`src/hdl/lrfs_pkg.sv`:
```
// ----------------------------------------------------------------------------
// lrfs_pkg
// shared constants and types for the longest remaining first scheduler
// ----------------------------------------------------------------------------
package lrfs_pkg;

    localparam int NUM_SLOTS = 4;
    localparam int TIME_BITS = 16;
    localparam int SLOT_BITS = (NUM_SLOTS > 1) ? $clog2(NUM_SLOTS) : 1;
    localparam int CNT_BITS  = $clog2(NUM_SLOTS + 1);

    localparam logic REQ_LOAD = 1'b0;
    localparam logic REQ_TICK = 1'b1;

    typedef struct packed {
        logic load;
        logic scan_start;
        logic scan_step;
        logic finish;
    } lrfs_cmd_t;

    typedef struct packed {
        logic scan_last;
    } lrfs_status_t;

endpackage

```
`src/hdl/longest_remaining_first_scheduler.sv`:
```
// ----------------------------------------------------------------------------
// longest_remaining_first_scheduler
// preemptive longest-remaining-time-first scheduler over a small slot table
// ----------------------------------------------------------------------------
// input channel (in_valid / in_stall): req_type selects a load or a tick.
//   a load writes slot's arrival time and burst length; it gives no result.
//   a load to a slot beyond the table is dropped.
// output channel (out_valid / out_stall): one result per tick with the
//   running slot, completion flag, time after the tick and all-done flag.
// a tick runs in steps: accept, the selection scan over every slot (one
//   slot table read per cycle), then an update of the slot and time counter
//   that also loads the result register.
// in_stall is high while a tick is in progress; loads and the next tick are
//   taken while an earlier result still waits in the output register.
// if the receiver stalls, the result holds; a following tick waits in its
//   update cycle until the output register is free.
// reset clears all slots, the time counter and out_valid.
// ----------------------------------------------------------------------------
module longest_remaining_first_scheduler
(
    input  logic        clk,
    input  logic        rst_n,
    input  logic        in_valid,
    output logic        in_stall,
    input  logic        req_type,
    input  logic [1:0]  slot,
    input  logic [15:0] arrival_time,
    input  logic [15:0] burst_length,
    output logic        out_valid,
    input  logic        out_stall,
    output logic        busy_res,
    output logic [1:0]  running_slot,
    output logic        completed,
    output logic [15:0] finish_time,
    output logic        all_done
);

    lrfs_pkg::lrfs_cmd_t    cmd;
    lrfs_pkg::lrfs_status_t status;

    lrfs_ctrl u_ctrl
    (
        .clk       (clk),
        .rst_n     (rst_n),
        .in_valid  (in_valid),
        .in_stall  (in_stall),
        .req_type  (req_type),
        .out_valid (out_valid),
        .out_stall (out_stall),
        .status    (status),
        .cmd       (cmd)
    );

    lrfs_datapath u_datapath
    (
        .clk          (clk),
        .rst_n        (rst_n),
        .cmd          (cmd),
        .status       (status),
        .slot         (slot),
        .arrival_time (arrival_time),
        .burst_length (burst_length),
        .busy_res     (busy_res),
        .running_slot (running_slot),
        .completed    (completed),
        .finish_time  (finish_time),
        .all_done     (all_done)
    );

    a_cmd_onehot: assert property (@(posedge clk) disable iff (!rst_n)
        $onehot0({cmd.load, cmd.scan_start, cmd.scan_step, cmd.finish}))
        else $error("more than one datapath command");

    a_finish_valid: assert property (@(posedge clk) disable iff (!rst_n)
        cmd.finish |=> out_valid)
        else $error("retired tick without result");

    a_tick_blocks: assert property (@(posedge clk) disable iff (!rst_n)
        (in_valid && !in_stall && req_type == lrfs_pkg::REQ_TICK) |=> in_stall)
        else $error("input taken during tick");

    a_completed_busy: assert property (@(posedge clk) disable iff (!rst_n)
        (out_valid && completed) |-> busy_res)
        else $error("completion on idle tick");

    a_work_left: assert property (@(posedge clk) disable iff (!rst_n)
        (out_valid && busy_res && !completed) |-> !all_done)
        else $error("all done while running slot has work");

endmodule

```
`src/hdl/lrfs_ctrl.sv`:
```
// ----------------------------------------------------------------------------
// lrfs_ctrl
// sequencer: accepts requests, steps the slot scan, owns the result valid
// ----------------------------------------------------------------------------
module lrfs_ctrl
(
    input  logic                  clk,
    input  logic                  rst_n,
    input  logic                  in_valid,
    output logic                  in_stall,
    input  logic                  req_type,
    output logic                  out_valid,
    input  logic                  out_stall,
    input  lrfs_pkg::lrfs_status_t status,
    output lrfs_pkg::lrfs_cmd_t   cmd
);

    localparam logic [1:0] ST_IDLE   = 2'd0;
    localparam logic [1:0] ST_SCAN   = 2'd1;
    localparam logic [1:0] ST_FINISH = 2'd2;

    logic [1:0] state_reg;
    logic [1:0] state_next;
    logic       out_valid_reg;
    logic       out_valid_next;
    logic       in_fire;

    assign in_stall  = (state_reg != ST_IDLE);
    assign in_fire   = in_valid && !in_stall;
    assign out_valid = out_valid_reg;

    always_comb
    begin
        state_next = state_reg;
        cmd        = '0;
        unique case (state_reg)
            ST_IDLE:
            begin
                if (in_fire)
                begin
                    if (req_type == lrfs_pkg::REQ_TICK)
                    begin
                        cmd.scan_start = 1'b1;
                        state_next     = ST_SCAN;
                    end
                    else
                    begin
                        cmd.load = 1'b1;
                    end
                end
            end
            ST_SCAN:
            begin
                cmd.scan_step = 1'b1;
                if (status.scan_last)
                begin
                    state_next = ST_FINISH;
                end
            end
            ST_FINISH:
            begin
                // result register must be free before the tick retires
                if (!out_valid_reg || !out_stall)
                begin
                    cmd.finish = 1'b1;
                    state_next = ST_IDLE;
                end
            end
            default:
            begin
                state_next = ST_IDLE;
            end
        endcase
    end

    assign out_valid_next = (out_valid_reg && out_stall) || cmd.finish;

    always_ff @(posedge clk or negedge rst_n)
    begin
        if (!rst_n)
        begin
            state_reg     <= ST_IDLE;
            out_valid_reg <= 1'b0;
        end
        else
        begin
            state_reg     <= state_next;
            out_valid_reg <= out_valid_next;
        end
    end

endmodule

```
`src/hdl/lrfs_datapath.sv`:
```
// ----------------------------------------------------------------------------
// lrfs_datapath
// slot table, time counter, one-slot-per-cycle selection scan, result register
// ----------------------------------------------------------------------------
module lrfs_datapath
(
    input  logic                   clk,
    input  logic                   rst_n,
    input  lrfs_pkg::lrfs_cmd_t    cmd,
    output lrfs_pkg::lrfs_status_t status,
    input  logic [1:0]             slot,
    input  logic [15:0]            arrival_time,
    input  logic [15:0]            burst_length,
    output logic                   busy_res,
    output logic [1:0]             running_slot,
    output logic                   completed,
    output logic [15:0]            finish_time,
    output logic                   all_done
);

    localparam int N  = lrfs_pkg::NUM_SLOTS;
    localparam int TB = lrfs_pkg::TIME_BITS;
    localparam int SB = lrfs_pkg::SLOT_BITS;
    localparam int CB = lrfs_pkg::CNT_BITS;

    logic [TB-1:0] work_reg  [N];
    logic [TB-1:0] ready_reg [N];
    logic [TB-1:0] time_reg;
    logic [SB-1:0] idx_reg;
    logic          found_reg;
    logic [SB-1:0] pick_reg;
    logic [TB-1:0] best_reg;
    logic [CB-1:0] nz_cnt_reg;

    logic          busy_reg;
    logic [1:0]    run_slot_reg;
    logic          completed_reg;
    logic [15:0]   finish_time_reg;
    logic          all_done_reg;

    logic [TB-1:0] cur_work;
    logic [TB-1:0] cur_ready;
    logic          cur_nonzero;
    logic          cur_better;
    logic [TB-1:0] time_next;
    logic          done_next;
    logic          load_ok;
    logic [SB-1:0] load_idx;

    assign cur_work    = work_reg[idx_reg];
    assign cur_ready   = ready_reg[idx_reg];
    assign cur_nonzero = (cur_work != '0);
    assign cur_better  = cur_nonzero && (cur_ready <= time_reg)
                         && (!found_reg || (cur_work > best_reg));

    assign status.scan_last = (idx_reg == SB'(N - 1));

    assign time_next = time_reg + 1'b1;
    assign done_next = found_reg && (best_reg == TB'(1));
    assign load_ok   = (32'(slot) < N);
    assign load_idx  = SB'(slot);

    always_ff @(posedge clk or negedge rst_n)
    begin
        if (!rst_n)
        begin
            for (int k = 0; k < N; k++)
            begin
                work_reg[k]  <= '0;
                ready_reg[k] <= '0;
            end
            time_reg   <= '0;
            idx_reg    <= '0;
            found_reg  <= 1'b0;
            pick_reg   <= '0;
            best_reg   <= '0;
            nz_cnt_reg <= '0;
        end
        else
        begin
            if (cmd.load && load_ok)
            begin
                ready_reg[load_idx] <= TB'(arrival_time);
                work_reg[load_idx]  <= TB'(burst_length);
            end
            if (cmd.scan_start)
            begin
                idx_reg    <= '0;
                found_reg  <= 1'b0;
                pick_reg   <= '0;
                best_reg   <= '0;
                nz_cnt_reg <= '0;
            end
            if (cmd.scan_step)
            begin
                idx_reg    <= idx_reg + 1'b1;
                nz_cnt_reg <= nz_cnt_reg + CB'(cur_nonzero);
                if (cur_better)
                begin
                    found_reg <= 1'b1;
                    pick_reg  <= idx_reg;
                    best_reg  <= cur_work;
                end
            end
            if (cmd.finish)
            begin
                time_reg <= time_next;
                if (found_reg)
                begin
                    work_reg[pick_reg] <= best_reg - 1'b1;
                end
            end
        end
    end

    // result register
    always_ff @(posedge clk)
    begin
        if (cmd.finish)
        begin
            busy_reg        <= found_reg;
            run_slot_reg    <= found_reg ? 2'(pick_reg) : 2'd0;
            completed_reg   <= done_next;
            finish_time_reg <= 16'(time_next);
            all_done_reg    <= (nz_cnt_reg == CB'(done_next));
        end
    end

    assign busy_res     = busy_reg;
    assign running_slot = run_slot_reg;
    assign completed    = completed_reg;
    assign finish_time  = finish_time_reg;
    assign all_done     = all_done_reg;

endmodule
```
`config.mk`:
```
export PLATFORM = sky130hd
export DESIGN_NAME = longest_remaining_first_scheduler
export DESIGN_NICKNAME = d
export VERILOG_FILES = /design/src/hdl/lrfs_pkg.sv /design/src/hdl/longest_remaining_first_scheduler.sv /design/src/hdl/lrfs_ctrl.sv /design/src/hdl/lrfs_datapath.sv
export SDC_FILE = /design/constraint.sdc
export NUM_CORES = 1
export LEC_CHECK = 0
export BUFFER_PORTS_ARGS = -buffer_cell sky130_fd_sc_hd__buf_2
export CAP_MARGIN = 0
export CORE_AREA = 2 2 186 188
export DETAILED_ROUTE_END_ITERATION = 6
export DIE_AREA = 0 0 188 190
export SYNTH_ARGS = -nofsm -noshare
export SYNTH_HDL_FRONTEND = slang
export SYNTH_HIERARCHICAL = 1
export SYNTH_SLANG_ARGS = --single-unit
export TNS_END_PERCENT = 1
```
`constraint.sdc`:
```
create_clock -name clk -period 5.4 [get_ports clk]
set_input_delay 0.81 -clock clk [delete_from_list [all_inputs] [get_ports clk]]
set_output_delay 0.81 -clock clk [all_outputs]
set_load 0.02 [all_outputs]
```
[After elaboration in Yosys (flattened, before gate mapping)]
Index checks and enable logic that the tools add are counted.
Storage, ports and cells
  register bits: 192
  output and inout port bits: 23
  logic and storage cells: 104
Cells by class
  add/subtract/negate cells: 4
  $lt $le $gt $ge: 7
  equal/unequal tests: 9
  multiplexer cells: 41
  bitwise logic cells: 3
  reduce and logical (&&, ||, !) cells: 19
Operators by type and width (number)
  bitwise mux 64 bit: 3
  two-way mux 64 bit: 3
  two-way mux 16 bit: 9
  binary-select mux 16 bit (select 2 bit): 2
  demux 16 bit (select 2 bit): 2
  two-way mux 2 bit: 11
  adder 16 x 1 -> 16 bit (second input constant): 1
  == test 16 x 1 -> 1 bit (second input constant): 1
  greater-than comparator 16 bit: 1
  less-or-equal comparator 16 bit: 1
  nonzero test 16 bit: 1
  subtractor 16 x 1 -> 16 bit (second input constant): 1
  greater-or-equal comparator 3 bit (second input constant): 3
  NOT 2 -> 3 bit: 3
  two-way mux 1 bit: 8
  logical AND 1 bit: 7
  < comparator 3 x 1 -> 1 bit (second input constant): 2
  two-way mux 3 bit: 2
  case mux 2 bit (3 select lines): 1
  == test 2 bit (second input constant): 2
  zero test 1 bit: 4
  inequality test 2 x 1 -> 1 bit (second input constant): 2
  inequality test 2 bit (second input constant): 2
  AND reduction 4 bit: 1
  other kinds (7): 10

[Longest topological paths before layout]
Gate-level depths: netlist of run 1.
  depth after elaboration: 10
  mapped depth: 14
  gate-level depth less buffers: 10

[Cells and area by module]
Netlist of run 1, hierarchy kept.
Modules (own cells, without submodules)
  lrfs_datapath: times used 1, cells each 800, area each 9804.4 µm²
  lrfs_ctrl: times used 1, cells each 16, area each 163.9 µm²

[Worst setup path after synthesis of run 1]
No wires, ideal clock.
  path kind: register -> register
  start point: register u_datapath.idx_reg[0]
  end point: register u_datapath.best_reg[10]
  library setup time: 125 ps
  arrival: 3851 ps
  data required time: 5275 ps
  slack: 1424 ps
  cell stages (with the launch flop): 15
  clock period less this slack: 3976 ps
  cells stage by stage: dfrtp_1 -> buf_6 -> buf_12 -> clkbuf_1 -> buf_2 -> mux4_2 -> ha_1 -> nor2b_1 -> o211ai_1 -> a2111oi_0 -> a211o_1 -> o21ai_0 -> nand3_4 -> buf_12 -> mux2_4
On the way
  longest elaborated chain between the ends: 9
  elaborated cells on any way between the ends: 15
  classes of those cells: 2 x order compare; 8 x mux; 1 x bitwise; 4 x reduce/logical
Ends and longest elaborated chain
  start: declaration: line lrfs_datapath.sv:29  | logic [SB-1:0] idx_reg;
  start signal: assignment: line lrfs_datapath.sv:96  | idx_reg <= idx_reg + 1'b1;
  NOT 2 -> 3 bit (implied by the code) *: line lrfs_datapath.sv:50, lrfs_datapath.sv:51
  binary-select mux 16 bit (select 2 bit) (on tied branches): line lrfs_datapath.sv:51, lrfs_datapath.sv:50
  two-way mux 16 bit (on tied branches) (2 in a row): line lrfs_datapath.sv:51, lrfs_datapath.sv:50
  less-or-equal comparator 16 bit, or another cell as far along: line lrfs_datapath.sv:53  | assign cur_better = cur_nonzero && (cur_ready <= time_reg)
  logical AND 1 bit or logical OR 1 bit (tied branches): line lrfs_datapath.sv:53, lrfs_datapath.sv:54
  logical AND 1 bit: line lrfs_datapath.sv:54  | && (!found_reg || (cur_work > best_reg));
  two-way mux 16 bit *: line lrfs_datapath.sv:98  | if (cur_better)
  two-way mux 16 bit *: line lrfs_datapath.sv:94  | if (cmd.scan_step)
  end signal: assignment: line lrfs_datapath.sv:102  | best_reg <= cur_work;
  end: declaration: line lrfs_datapath.sv:32  | logic [TB-1:0] best_reg;
Every way passes the cells marked *; elsewhere a longest branch is shown, timed or not. The select of a mux whose other input is x is not followed.
A chain may end at the register's enable or synchronous reset.

[Final worst setup path of run 1]
  start point: register u_datapath.idx_reg[0]
  end point: register u_datapath.best_reg[13]
The elaborated chain is that of the path after synthesis.

==> metrics.yaml, run 1 <==
sta:
  period_share: 0.7171
  maxSlewViolCount: 0
  fin_crit_ns: 3.872
  rsz0062_at_grt: "false"
  hold_violations: 0
  worst_pin_slew_ns: 1.286
  max_freq_mhz: 258.2
  setup_viol: 0
  fin_worst_skew_ns: 0.007643
  slew_headroom: 0.1402
  setup_slack_ns: 1.528
  finalSetupTns_ns: 0
global_routing:
  grt_util_met1: 0.1813
  grt.met2_usage: 0.2173
  met3_usage: 0.02656
  grt-busiest-layer: "met2"
  gr-usage-all-layers: 0.1338
  grt.overflow.total: 0
  grt_pass1_wl_um: 37490
  first_global_vias: 6637
  grt_max_degree: 94
  antenna_found_initial: 2
final_layout:
  fin_area_um2: 11390
  syn2layout_area_growth_pct: 14.28
  drive_above_1_share: 0.2826
  diodes: 0
  layout_commonest_cell: "dfrtp_1"
  mostFrequentLayoutCells: "dfrtp_1, mux2_2, buf_2"
  nNetsFinal: 945
power_and_ir_drop:
  vdd_drop_max_mv: 0.3077
  power_w: 0.006609
  leakagePower_nw: 5.013
  power_density_nw_per_um2: 580.1
clocking:
  postCtsSetupBuffers: 0
  cts_tree: "built"
  cts_buffers: 17
  cts_resized: 0
  clock_sink_count: 192
  hold_buffers: 0
  clk_latency_ns: 0.43
  cts_buffer_depth: 2
  clkTransAtPathRegs_ns: 0.07
  cts_root_buffer: "clkbuf_16"
  htreeDepth: 4
setup_path:
  crit_fanout: 19
  reg2reg_depth: 10
  crit_type: "reg -> reg"
  critical_path_required_ns: 5.71
  slowest_stage: "dfrtp_2"
  crit_path_end_kind: "flip-flop"
  cp_cell_sequence: "buf_4, mux4_1, ha_1, and3_1, nand3_1, a211oi_1, nor3_1, o21ai_0, nand3_4, mux2_4"
  cp.arrival_ns: 4.19
  max_stage_delay_ns: 0.78
  startpoint_type: "flip-flop"
die:
  dieArea_um2: 35720
  initial_core_util: 0.2936
  io_pins: 62
  die_w_um: 188
  coreArea_um2: 33950
  die_y_um: 190
  fp-row-count: 68
routing:
  vias: 6452
  drtIter0Drc: 364
  wl_per_cell_um: 17.07
  wl_um: 22810
  drtAntennaViolNets: 0
  drc: 0
  detail_route.vias_per_cell: 4.829
  first_pass_iters: 4
placed_design:
  dp_slack_ns: 1.466
  gp_congestion: 0.8057
  io_buffers: 61
  dpl.hpwl_um: 15570
  place_area_um2: 10790
synth:
  synth-seq-area-share: 0.4925
  synthTopCellsByArea: "dfrtp_1, mux2_2, edfxtp_1, ha_1, mux4_2"
  synth_edf_count: 21
  syn_avg_cell_area_um2: 12.22
  synth_area_um2: 9968
  yosysTopAreaCell: "dfrtp_1"
  synth_top_area_frac: 0.4293
  ys_warn_count: 6
  ys.flop_type: "dfrtp_1"
  synth.ff_latch_count: 192
  syn_nets: 893
  async_flop_share: 0.8906
  ys_types: 49
  synth_cells: 816
min_path:
  min_path_type: "in -> async"
run:
  cap_viol_max_count: 0
status:
  status: "complete, no violations"
-- worst paths after layout --
| check | startpoint | end | slack [ns] |
|---|---|---|---|
| max | u_datapath/idx_reg[0]$_DFFE_PN0P_ | u_datapath/best_reg[13]$_DFF_PN0_ | 1.53 |
| max reg2reg | u_datapath/idx_reg[0]$_DFFE_PN0P_ | u_datapath/best_reg[13]$_DFF_PN0_ | 1.53 |
| max in group asynchronous | rst_n | u_datapath/ready_reg[30]$_DFFE_PN0P_ | 4.04 |
| min in group clk | u_datapath/ready_reg[20]$_DFFE_PN0P_ | u_datapath/ready_reg[20]$_DFFE_PN0P_ | 0.50 |
| min reg2reg | u_datapath/ready_reg[20]$_DFFE_PN0P_ | u_datapath/ready_reg[20]$_DFFE_PN0P_ | 0.50 |
| min | rst_n | u_datapath/work_reg[9]$_DFF_PN0_ | 0.43 |
-- synthesized netlist by cell type (all sizes together) (2+ instances only) --
| cell | n |
|---|---|
| a211oi | 14 |
| a21o | 2 |
| a21oi | 39 |
| a22o | 4 |
| and2 | 2 |
| and3 | 6 |
| buf | 10 |
| clkbuf | 31 |
| dfrtp | 171 |
| edfxtp | 21 |
| ha | 38 |
| inv | 38 |
| mux2 | 111 |
| mux2i | 25 |
| mux4 | 32 |
| nand2 | 58 |
| nand2b | 3 |
| nand3 | 16 |
| nand3b | 3 |
| nand4 | 13 |
| nor2 | 42 |
| nor2b | 16 |
| nor3 | 12 |
| nor3b | 2 |
| nor4 | 10 |
| o211ai | 3 |
| o21ai | 41 |
| or4 | 2 |
| xnor2 | 39 |
| xor2 | 5 |
-- final cells by class --
cell class,instances,area (µm²)
Tap cell,455,569.3
Fill cell,3398,22560
Multi-Input combinational cell,545,4741
Inverter,38,142.6
Timing Repair Buffer,74,421.7
Clock inverter,12,128.9
Clock buffer,20,478.0
Sequential cell,192,4911
-- metrics by stage --
stage               cells    util  hold WS [ns]
floorplan             816       -        0.4739
global placement     1304  0.3177        0.4825
detailed placement   1304  0.3177        0.4876
CTS                  1336  0.3356        0.5029
global route         1336  0.3356        0.5229
finish               1336  0.3356        0.4301
-- power by group --
group,internal [W],switching (W),leakage [nW],total (W)
Combinational,0.00147,0.00137,2.40,0.00284
Sequential,0.00206,0.000415,2.32,0.00248
Clock,0.000735,0.000555,0.294,0.00129
-- per-layer routing --
layer  wire [µm]  vias to the layer above
li1            -                     3060
met1       10930                     3269
met2       10660                       95
met3         918                       24
met4         274                        4
met5          21                        -
-- critical path: cells and delay by family (launching register included) --
kind	cells	cell delay, ns
compound gates	2	0.52
fa+ha+maj	1	0.32
buf+inv	1	0.35
flops	1	0.78
mux	2	1.04
simple gates	4	0.71
-- logic make-up (layout without fill, tap and decap cells) --
| kind of cell | after synthesis | after routing | share of synthesized area |
|---|---|---|---|
| fa+ha+maj | 38 | 38 | 0.04770 |
| buf+inv | 79 | 144 | 0.03452 |
| compound gates | 109 | 109 | 0.06376 |
| flops | 192 | 192 | 0.4925 |
| simple gates | 186 | 186 | 0.09175 |
| xor+xnor | 44 | 44 | 0.03866 |
| mux | 168 | 168 | 0.2311 |
Note: power is estimated with default switching activity, not from simulation.
==> inputs of run 2 (changes only) <==
==> constraint.sdc (replaced) <==
create_clock -name clk -period 3.51 [get_ports clk]
set_input_delay 0.5265 -clock clk [delete_from_list [all_inputs] [get_ports clk]]
set_output_delay 0.5265 -clock clk [all_outputs]
set_load 0.02 [all_outputs]
==> run 2 against run 1 <==
Final area is 0.49% higher. Highest routed layer unchanged. Clock-buffer cell count unchanged. Largest power group unchanged. Final cell count up 0.45%. Sequential cell count unchanged. Combinational power is 61% higher. Critical path type unchanged. Clock power rose by 49%. Register-to-register slack worse by 1.2 ns. Sequential power is 50% higher. Die area unchanged. Critical endpoint unchanged. Power up 54%. First-iteration DRC count up 10%.
==> metrics.yaml, run 2 (same netlist as run 1, synthesis figures left out) <==
power_and_ir_drop:
  vdd_drop_max_mv: 0.4218  # was 0.3077 mV
  power_density_nw_per_um2: 891.7  # was 580.1 nW/µm²
  leakagePower_nw: 5.030  # was 5.013 nW
clocking:
  postCtsSetupBuffers: 0  # unchanged
  hold_buffers: 0  # unchanged
  clkTransAtPathRegs_ns: 0.07  # about the same
  cts_root_buffer: "clkbuf_16"  # unchanged
  cts_buffer_depth: 2  # unchanged
  clk_latency_ns: 0.44  # was 0.43 ns
  cts_resized: 0  # unchanged
  cts_buffers: 17  # unchanged
  htreeDepth: 4  # unchanged
  cts_tree: "built"  # unchanged
  clock_sink_count: 192  # unchanged
routing:
  drc: 0  # unchanged
  detail_route.vias_per_cell: 4.828  # was 4.829
  first_pass_iters: 4  # unchanged
  vias: 6479  # was 6,452
  wl_per_cell_um: 17.19  # was 17.07 µm
  drtAntennaViolNets: 0  # unchanged
  wl_um: 23070  # was 22,810 µm
  drtIter0Drc: 401  # was 364
final_layout:
  layout_commonest_cell: "dfrtp_1"  # unchanged
  fin_area_um2: 11450  # was 11,390 µm²
  drive_above_1_share: 0.2833  # was 0.2826
  syn2layout_area_growth_pct: 14.85  # was 14.28%
  nNetsFinal: 950  # was 945
  mostFrequentLayoutCells: "dfrtp_1, mux2_2, buf_2"  # unchanged
sta:
  max_freq_mhz: 310.3  # was 258.2 MHz
  slew_headroom: 0.2156  # was 0.1402
  worst_pin_slew_ns: 1.174  # was 1.286 ns
  finalSetupTns_ns: 0  # unchanged
  setup_slack_ns: 0.2876  # was 1.528 ns
  fin_crit_ns: 3.222  # was 3.872 ns
  hold_violations: 0  # unchanged
  fin_worst_skew_ns: 0.007459  # was 0.007643 ns
  maxSlewViolCount: 0  # unchanged
  fin_hold_ws_ns: 0.1568  # was 0.4301 ns
  rsz0062_at_grt: "false"  # unchanged
  setup_viol: 0  # unchanged
  period_share: 0.9181  # was 0.7171
setup_path:
  reg2reg_depth: 11  # was 10
  crit_fanout: 19  # unchanged
  critical_path_required_ns: 3.83  # was 5.71 ns
  cp.arrival_ns: 3.55  # was 4.19 ns
  startpoint_type: "flip-flop"  # unchanged
  crit_path_end_kind: "flip-flop"  # unchanged
  crit_type: "reg -> reg"  # unchanged
global_routing:
  antenna_found_initial: 2  # unchanged
  grt.overflow.total: 0  # unchanged
  grt_max_degree: 88  # was 94
  grt_pass1_wl_um: 37360  # was 37,490 µm
  first_global_vias: 6697  # was 6,637
  gr-usage-all-layers: 0.1338  # about the same
placed_design:
  dpl.hpwl_um: 15450  # was 15,570 µm
  gp_congestion: 0.8048  # was 0.8057
  dp_slack_ns: 0.09467  # was 1.466 ns
  io_buffers: 61  # unchanged
  place_area_um2: 10850  # was 10,790 µm²
die:
  fp-row-count: 68  # unchanged
  coreArea_um2: 33950  # unchanged
  initial_core_util: 0.2936  # unchanged
  die_y_um: 190  # unchanged
  die_w_um: 188  # unchanged
  dieArea_um2: 35720  # unchanged
  io_pins: 62  # unchanged
run:
  cap_viol_max_count: 0  # unchanged
min_path:
  min_path_type: "in -> async"  # unchanged
status:
  status: "complete, no violations"  # unchanged
## run 2: stage by stage
stage	instances	power, W	util
global placement	1308	0.008155	0.3197
floorplan	816	0.007169	-
CTS	1340	0.01024	0.3366
global route	1341	0.01100	0.3372
finish	1342	0.01021	0.3372
detailed placement	1308	0.008263	0.3197
## run 2: final cells by class
| type | instances | area, µm² |
|---|---|---|
| Clock inverter | 12 | 136.4 |
| Timing Repair Buffer | 79 | 509.2 |
| Antenna cell | 1 | 2.502 |
| Sequential cell | 192 | 4911 |
| Inverter | 38 | 142.6 |
| Clock buffer | 20 | 436.7 |
| Tap cell | 455 | 569.3 |
| Fill cell | 3368 | 22500 |
| Multi-Input combinational cell | 545 | 4741 |
## run 2: final timing paths
| check | from | end | slack, ns |
|---|---|---|---|
| setup / recovery | u_datapath/idx_reg[0]$_DFFE_PN0P_ | u_datapath/best_reg[13]$_DFF_PN0_ | 0.29 |
| hold / removal | rst_n | u_datapath/work_reg[59]$_DFF_PN0_ | 0.16 |
| setup reg to reg | u_datapath/idx_reg[0]$_DFFE_PN0P_ | u_datapath/best_reg[13]$_DFF_PN0_ | 0.29 |
| hold reg to reg | u_datapath/ready_reg[21]$_DFFE_PN0P_ | u_datapath/ready_reg[21]$_DFFE_PN0P_ | 0.50 |
| max in group asynchronous | rst_n | u_datapath/ready_reg[56]$_DFFE_PN0P_ | 2.56 |
| min in group clk | out_stall | u_ctrl/out_valid$_DFF_PN0_ | 0.36 |
## run 2: routing by layer
| layer | vias up | global-route usage | part of all wire |
|---|---|---|---|
| met1 | 3265 | 0.1848 | 0.48 |
| met3 | 35 | 0.02490 | 0.032 |
| li1 | 3069 | - | - |
| met2 | 106 | 0.2093 | 0.46 |
| met4 | 4 | 0.04936 | 0.023 |
| met5 | - | 0 | 0.00091 |
## run 2: worst max-delay path, stage by stage, from the launching register on
cell and delay [ns]:
dfrtp_2 0.41, buf_12 0.20, mux4_2 0.54, ha_1 0.32, a21oi_1 0.15, o21ai_0 0.13, a221oi_1 0.29, nor2_1 0.07
o21ai_1 0.37, nand3_4 0.12, buf_12 0.20, mux2_4 0.30
## run 2: where the power goes
part / leakage, nW / internal (W) / switching [W]
clock network: 0.267 / 0.00105 / 0.000866
logic: 2.44 / 0.00235 / 0.00223
registers: 2.32 / 0.00318 / 0.000533
==> inputs of run 3 (changes only) <==
--- a/config.mk
+++ b/config.mk
@@ -7,9 +7,9 @@
 export LEC_CHECK = 0
 export BUFFER_PORTS_ARGS = -buffer_cell sky130_fd_sc_hd__buf_2
 export CAP_MARGIN = 0
-export CORE_AREA = 2 2 186 188
+export CORE_AREA = 2 2 132 263
 export DETAILED_ROUTE_END_ITERATION = 6
-export DIE_AREA = 0 0 188 190
+export DIE_AREA = 0 0 134 265
 export SYNTH_ARGS = -nofsm -noshare
 export SYNTH_HDL_FRONTEND = slang
 export SYNTH_HIERARCHICAL = 1
==> run 3 against run 2 <==
Clock power is essentially flat. Maximum frequency shrank 3.5%. Clock skew grew 0.0044 ns. Sequential cell count is the same. Routed wire length grew 6.3%. Non-clock buffer count grew 7. Final area grew 0.19%. Sequential power grew 1%. Core utilization grew 0.62 points. Critical path depth shrank 1. Global-route usage grew 1.0 points.
==> metrics.yaml, run 3 (same netlist as run 1, synthesis figures left out) <==
die:
  initial_core_util: 0.2984  # was 0.2936
  die_w_um: 134  # was 188 µm
  dieArea_um2: 35510  # was 35,720 µm²
  die_y_um: 265  # was 190 µm
  io_pins: 62  # unchanged
  coreArea_um2: 33400  # was 33,950 µm²
  fp-row-count: 95  # was 68
routing:
  drc: 0  # unchanged
  drtAntennaViolNets: 0  # unchanged
  vias: 6554  # was 6,479
  wl_per_cell_um: 18.47  # was 17.19 µm
  first_pass_iters: 5  # was 4
  wl_um: 24530  # was 23,070 µm
  drtIter0Drc: 362  # was 401
  detail_route.vias_per_cell: 4.935  # was 4.828
setup_path:
  path_buf_inv: 2  # unchanged
  critPathTopFamily: "multiplexers"  # was compound AO/OA/AOI/OAI gates
  cp.arrival_ns: 3.66  # was 3.55 ns
  max_stage_delay_ns: 0.56  # was 0.54 ns
  critical_path_required_ns: 3.83  # about the same
  crit_type: "reg -> reg"  # unchanged
  startpoint_type: "flip-flop"  # unchanged
  cp_cell_sequence: "buf_12, mux4_2, ha_1, nand4_1, a2111oi_1, a211o_1, o21ai_2, nand3_4, buf_4, mux2_2"  # was buf_12, mux4_2, ha_1, a21oi_1, o21ai_0, a221oi_1, nor2_1, o21ai_1, nand3_4, buf_12, mux2_4
  crit_fanout: 23  # was 19
  crit_path_end_kind: "flip-flop"  # unchanged
  slowest_stage: "mux4_2"  # unchanged
sta:
  fin_hold_ws_ns: 0.08767  # was 0.1568 ns
  worst_pin_slew_ns: 0.6663  # was 1.174 ns
  maxSlewViolCount: 0  # unchanged
  period_share: 0.9518  # was 0.9181
  max_freq_mhz: 299.3  # was 310.3 MHz
  fin_worst_skew_ns: 0.01188  # was 0.007459 ns
  hold_violations: 0  # unchanged
  rsz0062_at_grt: "false"  # unchanged
  slew_headroom: 0.5558  # was 0.2156
  fin_crit_ns: 3.341  # was 3.222 ns
  setup_viol: 0  # unchanged
clocking:
  cts_buffer_depth: 2  # unchanged
  clock_sink_count: 192  # unchanged
  clk_latency_ns: 0.44  # about the same
  hold_buffers: 0  # unchanged
  clkTransAtPathRegs_ns: 0.07  # about the same
  cts_root_buffer: "clkbuf_16"  # unchanged
  cts_buffers: 17  # unchanged
  htreeDepth: 4  # unchanged
  cts_tree: "built"  # unchanged
power_and_ir_drop:
  power_density_nw_per_um2: 909.7  # was 891.7 nW/µm²
  leakagePower_nw: 5.071  # was 5.030 nW
  vdd_drop_max_mv: 0.3619  # was 0.4218 mV
final_layout:
  fin_area_um2: 11470  # was 11,450 µm²
  drive_above_1_share: 0.2881  # was 0.2833
  seq_area_um2: 4911  # unchanged
  final_cells: 1328  # was 1,342
  diodes: 0  # was 1
  syn2layout_area_growth_pct: 15.06  # was 14.85%
  nNetsFinal: 957  # was 950
  utilization: 0.3434  # was 0.3372
  layout_commonest_cell: "dfrtp_1"  # unchanged
  fillers: 3284  # was 3,368
  multiInputGateArea_um2: 4746  # was 4741 µm²
  mostFrequentLayoutCells: "dfrtp_1, mux2_2, buf_2"  # unchanged
min_path:
  min_path_type: "in -> async"  # unchanged
global_routing:
  grt_max_degree: 67  # was 88
  gr-usage-all-layers: 0.1440  # was 0.1338
  antenna_found_initial: 1  # was 2
  grt.overflow.total: 0  # unchanged
  first_global_vias: 7072  # was 6,697
  grt_pass1_wl_um: 39040  # was 37,360 µm
placed_design:
  place_area_um2: 10880  # was 10,850 µm²
  dp.cells: 1294  # was 1,308
  gp_congestion: 0.8755  # was 0.8048
  dpl.hpwl_um: 17640  # was 15,450 µm
  io_buffers: 61  # unchanged
run:
  cap_viol_max_count: 0  # unchanged
status:
  status: "complete, no violations"  # unchanged
run 3: changes by cell type in the layout (fill, tap and decap cells not counted), moves of 2 or more:
| cell | before | now |
|---|---|---|
| buf_4 | 13 | 20 |
| clkinv_4 | 3 | 0 |
| clkinvlp_4 | 4 | 1 |
| clkinv_2 | 1 | 3 |
| inv_6 | 1 | 3 |
run 3: area by class of cell:
cell class / instances / share of cell area
multi-input combinational: 545 / 0.4138
inverter: 38 / 0.01244
clock buffer: 22 / 0.03960
clock inverter: 9 / 0.009490
timing repair buffer: 86 / 0.04898
sequential: 192 / 0.4282
tap: 436 / 0.04756
run 3: metrics by stage:
stage	power (W)	setup WS, ns	TNS [ns]
finish	0.01043	0.1690	0
global route	0.01118	0.02640	0
CTS	0.01052	0.03165	0
detailed placement	0.008520	-0.1530	-2.384
global placement	0.008397	-0.1395	-2.176
floorplan	0.007169	0.04371	0
run 3: final timing paths:
kind,slack (ns),to,cells after the start,startpoint
hold / removal,0.09,u_datapath/work_reg[42]$_DFF_PN0_,1,rst_n
hold reg to reg,0.50,u_datapath/ready_reg[16]$_DFFE_PN0P_,1,u_datapath/ready_reg[16]$_DFFE_PN0P_
min in group clk,0.36,u_ctrl/state_reg[0]$_DFFE_PN0P_,2,in_valid
max in group asynchronous,2.63,u_datapath/ready_reg[29]$_DFFE_PN0P_,2,rst_n
setup reg to reg,0.17,u_datapath/best_reg[4]$_DFF_PN0_,10,u_datapath/idx_reg[0]$_DFFE_PN0P_
setup / recovery,0.17,u_datapath/best_reg[4]$_DFF_PN0_,10,u_datapath/idx_reg[0]$_DFFE_PN0P_
run 3: per-layer routing:
metal / share of wire / vias to the layer above / global-route usage
li1: - / 3083 / -
met1: 0.35 / 3319 / 0.1374
met2: 0.59 / 107 / 0.2881
met3: 0.027 / 43 / 0.02448
met4: 0.041 / 2 / 0.06958
met5: 0.00029 / - / 0
run 3: timing repair:
item / in CTS / in global routing
gates resized for setup: 1 / 1
pin swaps: 1 / 0
setup endpoints to repair: 18 / 10
buffers inserted: 3 / 0
run 3: power by group:
part           total [W]  internal, W  switching (W)
registers        0.00376      0.00318       0.000577
clock network    0.00191      0.00107       0.000845
logic            0.00477      0.00242        0.00234
total             0.0104      0.00667        0.00376
